### src/qebp_pkg.sv
// shared types and constants for the quadrature encoder button pulser
package qebp_pkg;

    localparam int unsigned MASK_W     = 15;
    localparam int unsigned MASK_BYTES = (MASK_W + 7) / 8;
    localparam int unsigned OUT_W      = MASK_BYTES * 8;
    localparam int unsigned TIME_W     = 32;
    localparam int unsigned PULSE_W    = 10;
    localparam int unsigned DEBOUNCE_W = 8;
    localparam int unsigned CFG_W      = PULSE_W;

    localparam logic [PULSE_W-1:0]    PULSE_TIME_RESET    = 10'd20;
    localparam logic [DEBOUNCE_W-1:0] DEBOUNCE_TIME_RESET = 8'd8;

    typedef enum logic [0:0] {
        CFG_PULSE_TIME    = 1'b0,
        CFG_DEBOUNCE_TIME = 1'b1
    } cfg_index_t;

    typedef enum logic [1:0] {
        STEP_NONE = 2'd0,
        STEP_CW   = 2'd1,
        STEP_CCW  = 2'd2
    } step_t;

    // indexed by {previous A/B, current A/B}
    localparam step_t QUAD_STEP [16] = '{
        STEP_NONE, STEP_CCW,  STEP_CW,   STEP_NONE,
        STEP_CW,   STEP_NONE, STEP_NONE, STEP_CCW,
        STEP_CCW,  STEP_NONE, STEP_NONE, STEP_CW,
        STEP_NONE, STEP_CW,   STEP_CCW,  STEP_NONE
    };

    typedef struct packed {
        logic cw;
        logic ccw;
        logic sw;
    } lane_status_t;

endpackage

### src/qebp_lane.sv
// one encoder lane: quadrature step decode, pulse timers and switch debounce
module qebp_lane (
    input  logic                              aclk,
    input  logic                              aresetn,
    input  logic                              accept,
    input  logic                              primed,
    input  logic [1:0]                        ab,
    input  logic                              raw,
    input  logic [qebp_pkg::TIME_W-1:0]       now,
    input  logic [qebp_pkg::PULSE_W-1:0]      pulse_time,
    input  logic [qebp_pkg::DEBOUNCE_W-1:0]   debounce_time,
    output qebp_pkg::lane_status_t            status_next
);

    logic [1:0]                  prev_ab_reg, prev_ab_next;
    logic                        raw_prev_reg, raw_prev_next;
    logic                        stable_reg, stable_next;
    logic [qebp_pkg::TIME_W-1:0] change_time_reg, change_time_next;
    logic                        cw_active_reg, cw_active_next;
    logic                        ccw_active_reg, ccw_active_next;
    logic [qebp_pkg::TIME_W-1:0] cw_deadline_reg, cw_deadline_next;
    logic [qebp_pkg::TIME_W-1:0] ccw_deadline_reg, ccw_deadline_next;

    qebp_pkg::step_t             step;
    logic [qebp_pkg::TIME_W-1:0] elapsed;
    logic [qebp_pkg::TIME_W-1:0] cw_late;
    logic [qebp_pkg::TIME_W-1:0] ccw_late;
    logic [qebp_pkg::TIME_W-1:0] new_deadline;
    logic                        pulse_nonzero;

    always_comb begin
        step          = qebp_pkg::QUAD_STEP[{prev_ab_reg, ab}];
        elapsed       = now - change_time_reg;
        cw_late       = now - cw_deadline_reg;
        ccw_late      = now - ccw_deadline_reg;
        new_deadline  = now + qebp_pkg::TIME_W'(pulse_time);
        pulse_nonzero = (pulse_time != '0);

        prev_ab_next      = ab;
        raw_prev_next     = raw_prev_reg;
        stable_next       = stable_reg;
        change_time_next  = change_time_reg;
        cw_active_next    = cw_active_reg;
        ccw_active_next   = ccw_active_reg;
        cw_deadline_next  = cw_deadline_reg;
        ccw_deadline_next = ccw_deadline_reg;

        if (!primed) begin
            raw_prev_next    = raw;
            stable_next      = raw;
            change_time_next = now;
        end else begin
            // a fresh pulse only expires at once when the pulse time is zero
            if (step == qebp_pkg::STEP_CW) begin
                cw_active_next   = pulse_nonzero;
                cw_deadline_next = new_deadline;
            end else begin
                cw_active_next = cw_active_reg && cw_late[qebp_pkg::TIME_W-1];
            end
            if (step == qebp_pkg::STEP_CCW) begin
                ccw_active_next   = pulse_nonzero;
                ccw_deadline_next = new_deadline;
            end else begin
                ccw_active_next = ccw_active_reg && ccw_late[qebp_pkg::TIME_W-1];
            end

            if (raw != raw_prev_reg) begin
                raw_prev_next    = raw;
                change_time_next = now;
            end else if (elapsed >= qebp_pkg::TIME_W'(debounce_time)) begin
                stable_next = raw;
            end
        end

        status_next.cw  = cw_active_next;
        status_next.ccw = ccw_active_next;
        status_next.sw  = stable_next;
    end

    always_ff @(posedge aclk) begin
        if (!aresetn) begin
            cw_active_reg  <= 1'b0;
            ccw_active_reg <= 1'b0;
            stable_reg     <= 1'b0;
        end else if (accept) begin
            cw_active_reg  <= cw_active_next;
            ccw_active_reg <= ccw_active_next;
            stable_reg     <= stable_next;
        end
    end

    always_ff @(posedge aclk) begin
        if (accept) begin
            prev_ab_reg      <= prev_ab_next;
            raw_prev_reg     <= raw_prev_next;
            change_time_reg  <= change_time_next;
            cw_deadline_reg  <= cw_deadline_next;
            ccw_deadline_reg <= ccw_deadline_next;
        end
    end

endmodule

### src/qebp_merge.sv
// merges lane status into the button mask and holds results in an output skid buffer
module qebp_merge #(
    parameter int unsigned ENCODER_COUNT = 5
) (
    input  logic                             aclk,
    input  logic                             aresetn,
    input  logic                             in_fire,
    input  qebp_pkg::lane_status_t           lane_status [ENCODER_COUNT],
    output logic                             in_ready,
    output logic                             m_axis_tvalid,
    input  logic                             m_axis_tready,
    output logic [qebp_pkg::OUT_W-1:0]       m_axis_tdata
);

    logic [qebp_pkg::MASK_W-1:0] mask;
    logic                        main_valid_reg, skid_valid_reg;
    logic [qebp_pkg::MASK_W-1:0] main_data_reg, skid_data_reg;
    logic                        pop;

    for (genvar b = 0; b < qebp_pkg::MASK_W; b++) begin : g_bit
        if (b / 3 < ENCODER_COUNT) begin : g_used
            if (b % 3 == 0) begin : g_cw
                assign mask[b] = lane_status[b / 3].cw;
            end else if (b % 3 == 1) begin : g_ccw
                assign mask[b] = lane_status[b / 3].ccw;
            end else begin : g_sw
                assign mask[b] = lane_status[b / 3].sw;
            end
        end else begin : g_unused
            assign mask[b] = 1'b0;
        end
    end

    assign pop           = main_valid_reg && m_axis_tready;
    assign in_ready      = !skid_valid_reg;
    assign m_axis_tvalid = main_valid_reg;
    assign m_axis_tdata  = qebp_pkg::OUT_W'(main_data_reg);

    always_ff @(posedge aclk) begin
        if (!aresetn) begin
            main_valid_reg <= 1'b0;
            skid_valid_reg <= 1'b0;
        end else if (pop || !main_valid_reg) begin
            if (skid_valid_reg) begin
                main_valid_reg <= 1'b1;
                skid_valid_reg <= 1'b0;
            end else begin
                main_valid_reg <= in_fire;
            end
        end else if (in_fire) begin
            skid_valid_reg <= 1'b1;
        end
    end

    always_ff @(posedge aclk) begin
        if (pop || !main_valid_reg) begin
            main_data_reg <= skid_valid_reg ? skid_data_reg : mask;
        end else if (in_fire) begin
            skid_data_reg <= mask;
        end
    end

endmodule

### src/quadrature_encoder_button_pulser.sv
// top level of the quadrature encoder button pulser
// Each transaction carries one sample of all encoder A/B pins, the push switches
// and a millisecond timestamp, and yields one 15-bit button mask. The block
// takes one transaction every clock while its output buffer has room and
// registers each mask there; one lane per encoder decodes the step, runs the
// CW/CCW pulse timers and debounces the switch in shallow combinational table
// lookup and 32-bit compares. A two-entry output buffer keeps input accepted
// for one more transaction while the result side is stalled. The first transaction after
// reset only primes the pin and switch history and shows the sampled switches.
module quadrature_encoder_button_pulser #(
    parameter int unsigned ENCODER_COUNT = 5
) (
    input  logic                                          aclk,
    input  logic                                          aresetn,
    input  logic                                          s_axis_tvalid,
    output logic                                          s_axis_tready,
    // ab_pins, switch_pressed, now_ms
    input  logic [((3*ENCODER_COUNT+qebp_pkg::TIME_W+7)/8)*8-1:0] s_axis_tdata,
    output logic                                          m_axis_tvalid,
    input  logic                                          m_axis_tready,
    // button_mask
    output logic [qebp_pkg::OUT_W-1:0]                    m_axis_tdata,
    input  logic                                          cfg_wen,
    input  logic [0:0]                                    cfg_addr,
    input  logic [qebp_pkg::CFG_W-1:0]                    cfg_wdata
);

    localparam int unsigned AB_W  = 2 * ENCODER_COUNT;
    localparam int unsigned SW_LO = AB_W;
    localparam int unsigned NOW_LO = AB_W + ENCODER_COUNT;

    logic                                in_fire;
    logic                                in_ready;
    logic                                primed_reg;
    logic [qebp_pkg::PULSE_W-1:0]        pulse_time_reg;
    logic [qebp_pkg::DEBOUNCE_W-1:0]     debounce_time_reg;
    logic [AB_W-1:0]                     ab_pins;
    logic [ENCODER_COUNT-1:0]            switch_pressed;
    logic [qebp_pkg::TIME_W-1:0]         now_ms;
    qebp_pkg::lane_status_t              lane_status [ENCODER_COUNT];

    assign ab_pins        = s_axis_tdata[AB_W-1:0];
    assign switch_pressed = s_axis_tdata[SW_LO +: ENCODER_COUNT];
    assign now_ms         = s_axis_tdata[NOW_LO +: qebp_pkg::TIME_W];

    assign s_axis_tready = in_ready;
    assign in_fire       = s_axis_tvalid && in_ready;

    always_ff @(posedge aclk) begin
        if (!aresetn) begin
            pulse_time_reg    <= qebp_pkg::PULSE_TIME_RESET;
            debounce_time_reg <= qebp_pkg::DEBOUNCE_TIME_RESET;
        end else if (cfg_wen) begin
            if (cfg_addr == qebp_pkg::CFG_PULSE_TIME) begin
                pulse_time_reg <= cfg_wdata;
            end else begin
                debounce_time_reg <= cfg_wdata[qebp_pkg::DEBOUNCE_W-1:0];
            end
        end
    end

    always_ff @(posedge aclk) begin
        if (!aresetn) begin
            primed_reg <= 1'b0;
        end else if (in_fire) begin
            primed_reg <= 1'b1;
        end
    end

    for (genvar i = 0; i < ENCODER_COUNT; i++) begin : g_lane
        qebp_lane u_lane (
            .aclk          (aclk),
            .aresetn       (aresetn),
            .accept        (in_fire),
            .primed        (primed_reg),
            .ab            (ab_pins[2*i +: 2]),
            .raw           (switch_pressed[i]),
            .now           (now_ms),
            .pulse_time    (pulse_time_reg),
            .debounce_time (debounce_time_reg),
            .status_next   (lane_status[i])
        );
    end

    qebp_merge #(
        .ENCODER_COUNT (ENCODER_COUNT)
    ) u_merge (
        .aclk          (aclk),
        .aresetn       (aresetn),
        .in_fire       (in_fire),
        .lane_status   (lane_status),
        .in_ready      (in_ready),
        .m_axis_tvalid (m_axis_tvalid),
        .m_axis_tready (m_axis_tready),
        .m_axis_tdata  (m_axis_tdata)
    );

endmodule

### config.mk
export PLATFORM = sky130hd
export DESIGN_NAME = quadrature_encoder_button_pulser
export DESIGN_NICKNAME = d
export VERILOG_FILES = /design/src/qebp_pkg.sv /design/src/qebp_lane.sv /design/src/qebp_merge.sv /design/src/quadrature_encoder_button_pulser.sv
export SDC_FILE = /design/constraint.sdc
export NUM_CORES = 1
export LEC_CHECK = 0
export ABC_AREA = 1
export BUFFER_PORTS_ARGS = -buffer_cell sky130_fd_sc_hd__clkbuf_2
export CAP_MARGIN = 5
export CORE_ASPECT_RATIO = 0.75
export CORE_MARGIN = 2
export CORE_UTILIZATION = 29
export DETAILED_ROUTE_END_ITERATION = 8
export PLACE_DENSITY = 0.4
export SKIP_LAST_GASP = 1
export SLEW_MARGIN = 20
export SYNTH_ARGS = -nofsm -noshare
export SYNTH_HDL_FRONTEND = slang
export SYNTH_HIERARCHICAL = 1
export SYNTH_SLANG_ARGS = --single-unit
### constraint.sdc
create_clock -name aclk -period 6.05 [get_ports aclk]
set_input_delay 0.605 -clock aclk [delete_from_list [all_inputs] [get_ports aclk]]
set_output_delay 0.605 -clock aclk [all_outputs]
set_load 0.05 [all_outputs]
After elaboration in Yosys (flattened, before gate mapping) --
Memory sizes are Yosys's and may differ from the RTL's. Cells that the tools add are included.
Cells by class: shift operators 0, magnitude comparators 10, multiplexer cells 67, bitwise gates (word level) 8, multiply operators 0, add/subtract/negate cells 16, equality and inequality tests 20, reduce and logical (&&, ||, !) cells 35, div/mod/pow operators 0
Operator list (count):
- $sub 32x32->32 | 15
- $mux 32 | 10
- $ge 32x8->1 | 5
- $mux 1 | 46
- $add 32x10->32 | 1
- $reduce_and 3->1 | 10
- $ge 5x5->1 const B | 5
- $not 4->5 | 5
- $mux 2 | 10
- $reduce_and 2->1 | 8
- $mux 15 | 1
- $logic_and 1x1->1 | 12
- $eq 2x1->1 const B | 5
- $eq 2x2->1 const B | 5
- $ne 2x1->1 const B | 5
- $reduce_bool 10->1 | 1
- $ne 1x1->1 | 5
- $not 1->1 | 3
- $logic_not 1->1 | 2
- $reduce_or 2->1 | 1
- $logic_or 1x1->1 | 1
Word-level totals: bits in read-only memories 160, memories 5, bits of input ports 64, register bits after elaboration 561, memory bits (writable) 0, bits in latches 0, output and inout bits 18, word-level logic and storage cells 208
Memories:
- (name not given) | depth 16, bits a word 2, read ports 1, clocked after memory_dff 0, wr ports 0, line qebp_lane.sv:32 | step = qebp_pkg::QUAD_STEP[{prev_ab_reg, ab}];
- (name not given) | depth 16, bits a word 2, read ports 1, clocked after memory_dff 0, wr ports 0, line qebp_lane.sv:32
- (name not given) | depth 16, bits a word 2, read ports 1, clocked after memory_dff 0, wr ports 0, line qebp_lane.sv:32
- (name not given) | depth 16, bits a word 2, read ports 1, clocked after memory_dff 0, wr ports 0, line qebp_lane.sv:32
- (name not given) | depth 16, bits a word 2, read ports 1, clocked after memory_dff 0, wr ports 0, line qebp_lane.sv:32

Longest topological paths before layout --
word-level depth 8, depth in mapped cells 32, gate-level depth less buffers 31

Modules after synthesis --
Netlist, hierarchy kept.
Modules (own cells, without submodules):
- qebp_lane at g_lane[0].u_lane ... | sequential area each 3032.9 µm², times used 4, cells each 1122, area an instance 8597.0 µm²
- qebp_lane at g_lane[1].u_lane | sequential area each 3032.9 µm², times used 1, cells each 1111, area an instance 8504.4 µm²
- qebp_merge | sequential area each 940.9 µm², times used 1, cells each 92, area an instance 1216.2 µm²
- quadrature_encoder_button_pulser | sequential area each 380.4 µm², times used 1, cells each 102, area an instance 843.3 µm²

Least setup slack after synthesis --
Ideal clock, no wire load.
path kind input-to-reg, from input s_axis_tdata[15] (netlist name), to register u_merge/main_data_reg[5] (netlist name) (data pin), buffers on the path 1, arrival time 3.311 ns, setup time 0.252 ns, stages on the path 31, required time 5.798 ns, slack 2.487 ns, path through inv_1 ha_1 fa_1 inv_1 nand2_1 nand2_1 nand3_1 nand2_1 xor2_1 ha_1 nand2_1 inv_1 nand2_1 nand2_1 a21oi_1 nand2_1 nor2_1 nand2_1 nor2_1 nand2_1 nor2_1 nand2_1 nor2_1 nand3_1 nand2_1 nand3_1 nand2_2 inv_1 buf_4 nand2_2 nand2_1
Between the ends: longest elaborated chain between the ends 6
RTL lines:
- from (decl) | line quadrature_encoder_button_pulser.sv:18 | input logic [((3*ENCODER_COUNT+qebp_pkg::TIME_W+7)/8)*8-1:0] s_axis_tdata,
- $sub 32x32->32 | line qebp_lane.sv:33 | elapsed = now - change_time_reg;
- $ge 32x8->1 | line qebp_lane.sv:70 | end else if (elapsed >= qebp_pkg::TIME_W'(debounce_time)) begin
- $mux 1 | line qebp_lane.sv:70
- $mux 1 | line qebp_lane.sv:67 | if (raw != raw_prev_reg) begin
- $mux 1 | line qebp_lane.sv:48 | if (!primed) begin
- net g_lane[1].u_lane.stable_next | line qebp_lane.sv:17 | logic stable_reg, stable_next;
- $mux 15 | line qebp_merge.sv:57 | main_data_reg <= skid_valid_reg ? skid_data_reg : mask;
- to (signal assigned) | line qebp_merge.sv:57
- to (decl) | line qebp_merge.sv:17 | logic [qebp_pkg::MASK_W-1:0] main_data_reg, skid_data_reg;
The timed path passes the listed nets, and every way through them passes these cells. A chain may end at the register's enable or synchronous reset.

==> metrics.md <==
| Metric | Value |
|---|---|
| Hold Startpoint | `s_axis_tdata[2]` |
| Reg2Reg Launch Point | `g_lane[2].u_lane/change_time_reg[0]$_DFFE_PP_` |
| Initial antenna violation count | `21` |
| Fin crit share | `0.704` |
| Slowest stage delay, CP | `0.52 ns` |
| Clk sink count | `561` |
| Worst skew pair latency | `0.69 ns` |
| Slew Limit Fails | `0` |
| Setup bufs post-CTS | `0` |
| Hold EP | `g_lane[1].u_lane/prev_ab_reg[0]$_DFFE_PP_` |
| Initial Util | `0.291` |
| Remaining antenna violation count | `0` |
| Max VDD drop | `0.202 mV` |
| Tot GR Track Use | `0.191` |
| Final hold vios | `0` |
| Vias | `37,100` |
| Top_reg_cell synth | `edfxtp_1` |
| Startpoint Class | `input pin` |
| # nets final | `6,616` |
| Peak Freq | `235 MHz` |
| EDFF count, synth | `525` |
| Synth area leaders | `edfxtp_1, ha_1, nand2_1, inv_1, a21oi_1` |
| Num CTS Buffers | `73` |
| Synth top area share | `0.351` |
| Count of state elements after synthesis | `561` |
| Mapped Nets | `6,412` |
| Resized Gates After CTS | `0` |
| Finish-stage setup viols | `0` |
| GPL Wtd Cong | `0.859` |
| Worst slew margin | `0.282` |
| Commonest cells in the netlist | `nand2_1, inv_1, ha_1, edfxtp_1, nor2_1` |
| Most common cell in the synthesized netlist | `nand2_1` |
| Crit-path leading delay family | `simple AND/OR/NAND/NOR gates` |
| Via density | `4.58` |
| Leakage | `25.1 nW` |
| Required @ worst endpoint | `6.49 ns` |
| Worst min path class | `input pin to flop` |
| Dpl cells | `7,951` |
| Total core area | `154,000 um^2` |
| Routed WL | `152 mm` |
| Dpl hpwl | `117 mm` |
| 1st-pass router iterations | `6` |
| Async S/R FF share, synth | `0` |
| Longest Clk Path Bufs | `3` |
| First-pass GRT wire length | `225 mm` |
| Yosys top cell by area | `edfxtp_1` |
| Mapped Area | `45,000 um^2` |
| Congestion Overflow GR | `0` |
| Outcome | `completed` |
| Setup TNS | `0 ns` |
| Worst path bufs/invs | `5` |
| Critical path's slowest cell | `fa_1` |
| Pin count of the biggest net entering global routing | `36` |
| Post-route DRC | `0` |
| Wirelength per Cell | `18.7 um` |
| Rows | `125` |
| Layout Cells excl Fill | `8,097` |
| Synth Area per Inst | `7.76 um^2` |
| CP endpoint kind | `flop` |
| Pwr Total | `12.0 mW` |
| H-tree depth | `3` |
| Critical path's most frequent cell | `nand2_1` |
| Area Overhead vs Synth | `13.1%` |
| Fillcell total | `16,500` |
| Fin crit period | `4.26 ns` |
| Critical-path maximum fanout | `20` |
| CTS tree | `built` |
| Post-Syn Instances | `5,793` |
| Critical path arrival | `4.69 ns` |
| Worst R2R Setup Slack | `2.01 ns` |
| Vias in the first global route | `35,300` |
| CTS Hold Bufs | `0` |
| Power Density | `237 nW/um^2` |
| Die footprint | `158,000 um^2` |
| Synth cell types | `54` |
| Hold depth | `1` |
| Clk_skew | `0.0275 ns` |
| # Max-Cap Violations | `0` |
| I/O Buffers | `79` |
| Unrepaired setup endpoints after global routing | `no` |
| Iter 0 DRT Violations | `2,800` |
| Die width | `459 um` |
| CP Class | `input pin to flop` |
| Worst R2R End | `u_merge/main_data_reg[8]$_DFFE_PP_` |
| Reg clk slew, reported paths | `0.06 ns` |
| Root Driver | `clkbuf_16` |
| Worst Tran Pin Value | `1.08 ns` |
| Reg2Reg Depth | `27` |
| Seq/Total Area, Yosys | `0.367` |
| Ports | `82` |
| Synth warnings | `6` |
| Layout cell share with drive strength beyond 1 | `0.0808` |
| Chip Height | `345 um` |
-- cells in the final DEF (no fill, tap or decap), types with 71 or more instances in the layout --
cell type	instances
a21oi_1	344
clkbuf_16	74
clkbuf_2	71
edfxtp_1	525
ha_1	545
inv_1	1282
nand2_1	1513
nand2_2	77
nand3_1	204
nand4_1	107
nor2_1	387
nor3_1	118
xor2_1	156
-- metrics by stage --
step	hold slack, ns	instance area, um^2	utilization	setup slack [ns]
floorplan	0.494	45000	-	2.49
global placement	0.483	48300	0.313	0.991
detailed placement	0.487	48400	0.313	1.03
CTS	0.0635	50700	0.329	1.78
global route	0.0859	50800	0.329	1.44
finish	0.133	50800	0.329	1.79
-- metal layers --
| metal | GRT usage | wire length, um | vias to the layer above |
|---|---|---|---|
| met2 | 0.285 | 62300 | 707 |
| li1 | - | - | 19100 |
| met5 | 0 | 0 | - |
| met1 | 0.290 | 80100 | 17200 |
| met3 | 0.0253 | 6310 | 136 |
| met4 | 0.0464 | 2880 | 0 |
-- worst reg2reg max path, stage by stage, from the launching register on --
cell and delay (ns):
edfxtp_1 0.38, ha_1 0.23, fa_1 0.42, inv_1 0.10, nand4_1 0.09, nand2_1 0.21, xor2_1 0.21, ha_1 0.25
nand2_1 0.08, inv_1 0.04, nand2_1 0.05, nand2_1 0.04, a21oi_1 0.11, nand2_1 0.08, nor2_1 0.13, nand2_1 0.06
nor2_1 0.09, nand2_1 0.06, nor2_1 0.10, nand2_1 0.07, nor2_2 0.08, nand3_1 0.33, nand2_1 0.19, nand3_1 0.10
nand2_2 0.12, inv_1 0.06, nand2_1 0.06, nand2_1 0.05
-- layout make-up --
cell class,count,area [um^2],share of cell area
Tap cell,2032,2540,0.0500
Multi-Input combinational cell,3903,23400,0.461
Inverter,1302,4900,0.0963
Clock buffer,91,1950,0.0383
Timing Repair Buffer,156,1090,0.0214
Clock inverter,39,429,0.00844
Antenna cell,13,32.5,0.000640
Sequential cell,561,16500,0.324
-- where the power goes --
group          internal (mW)  switching [mW]
clock                   2.62            1.87
combinational          0.943            2.06
sequential              4.48          0.0728
total                   8.05            4.00
-- cells by family (layout without fill, tap and decap cells) --
logic type               count (synthesis)  count (layout)  share of synthesized area
other                                    1              14                  0.0000834
flip-flops                             561             561                      0.367
adder cells (fa/ha/maj)                555             555                      0.156
AO/OA/AOI/OAI                          562             562                     0.0740
AND/OR/NAND/NOR                       2560            2560                      0.245
buffers and inverters                 1329            1588                      0.114
XOR/XNOR                               225             225                     0.0438
-- how the worst max path moves through the flow --
stage	startpoint	to	slack, ns	depth (start not counted)
floorplan	s_axis_tdata[15]	u_merge/main_data_reg[5]$_DFFE_PP_	2.49	31
global placement	s_axis_tdata[16]	u_merge/main_data_reg[8]$_DFFE_PP_	0.99	28
detailed placement	s_axis_tdata[15]	u_merge/main_data_reg[8]$_DFFE_PP_	1.03	29
CTS	s_axis_tdata[15]	u_merge/main_data_reg[8]$_DFFE_PP_	1.78	29
global route	s_axis_tdata[15]	u_merge/main_data_reg[5]$_DFFE_PP_	1.44	31
finish	s_axis_tdata[16]	u_merge/main_data_reg[8]$_DFFE_PP_	1.79	28
No activity file was read; power rests on OpenSTA's default activity.
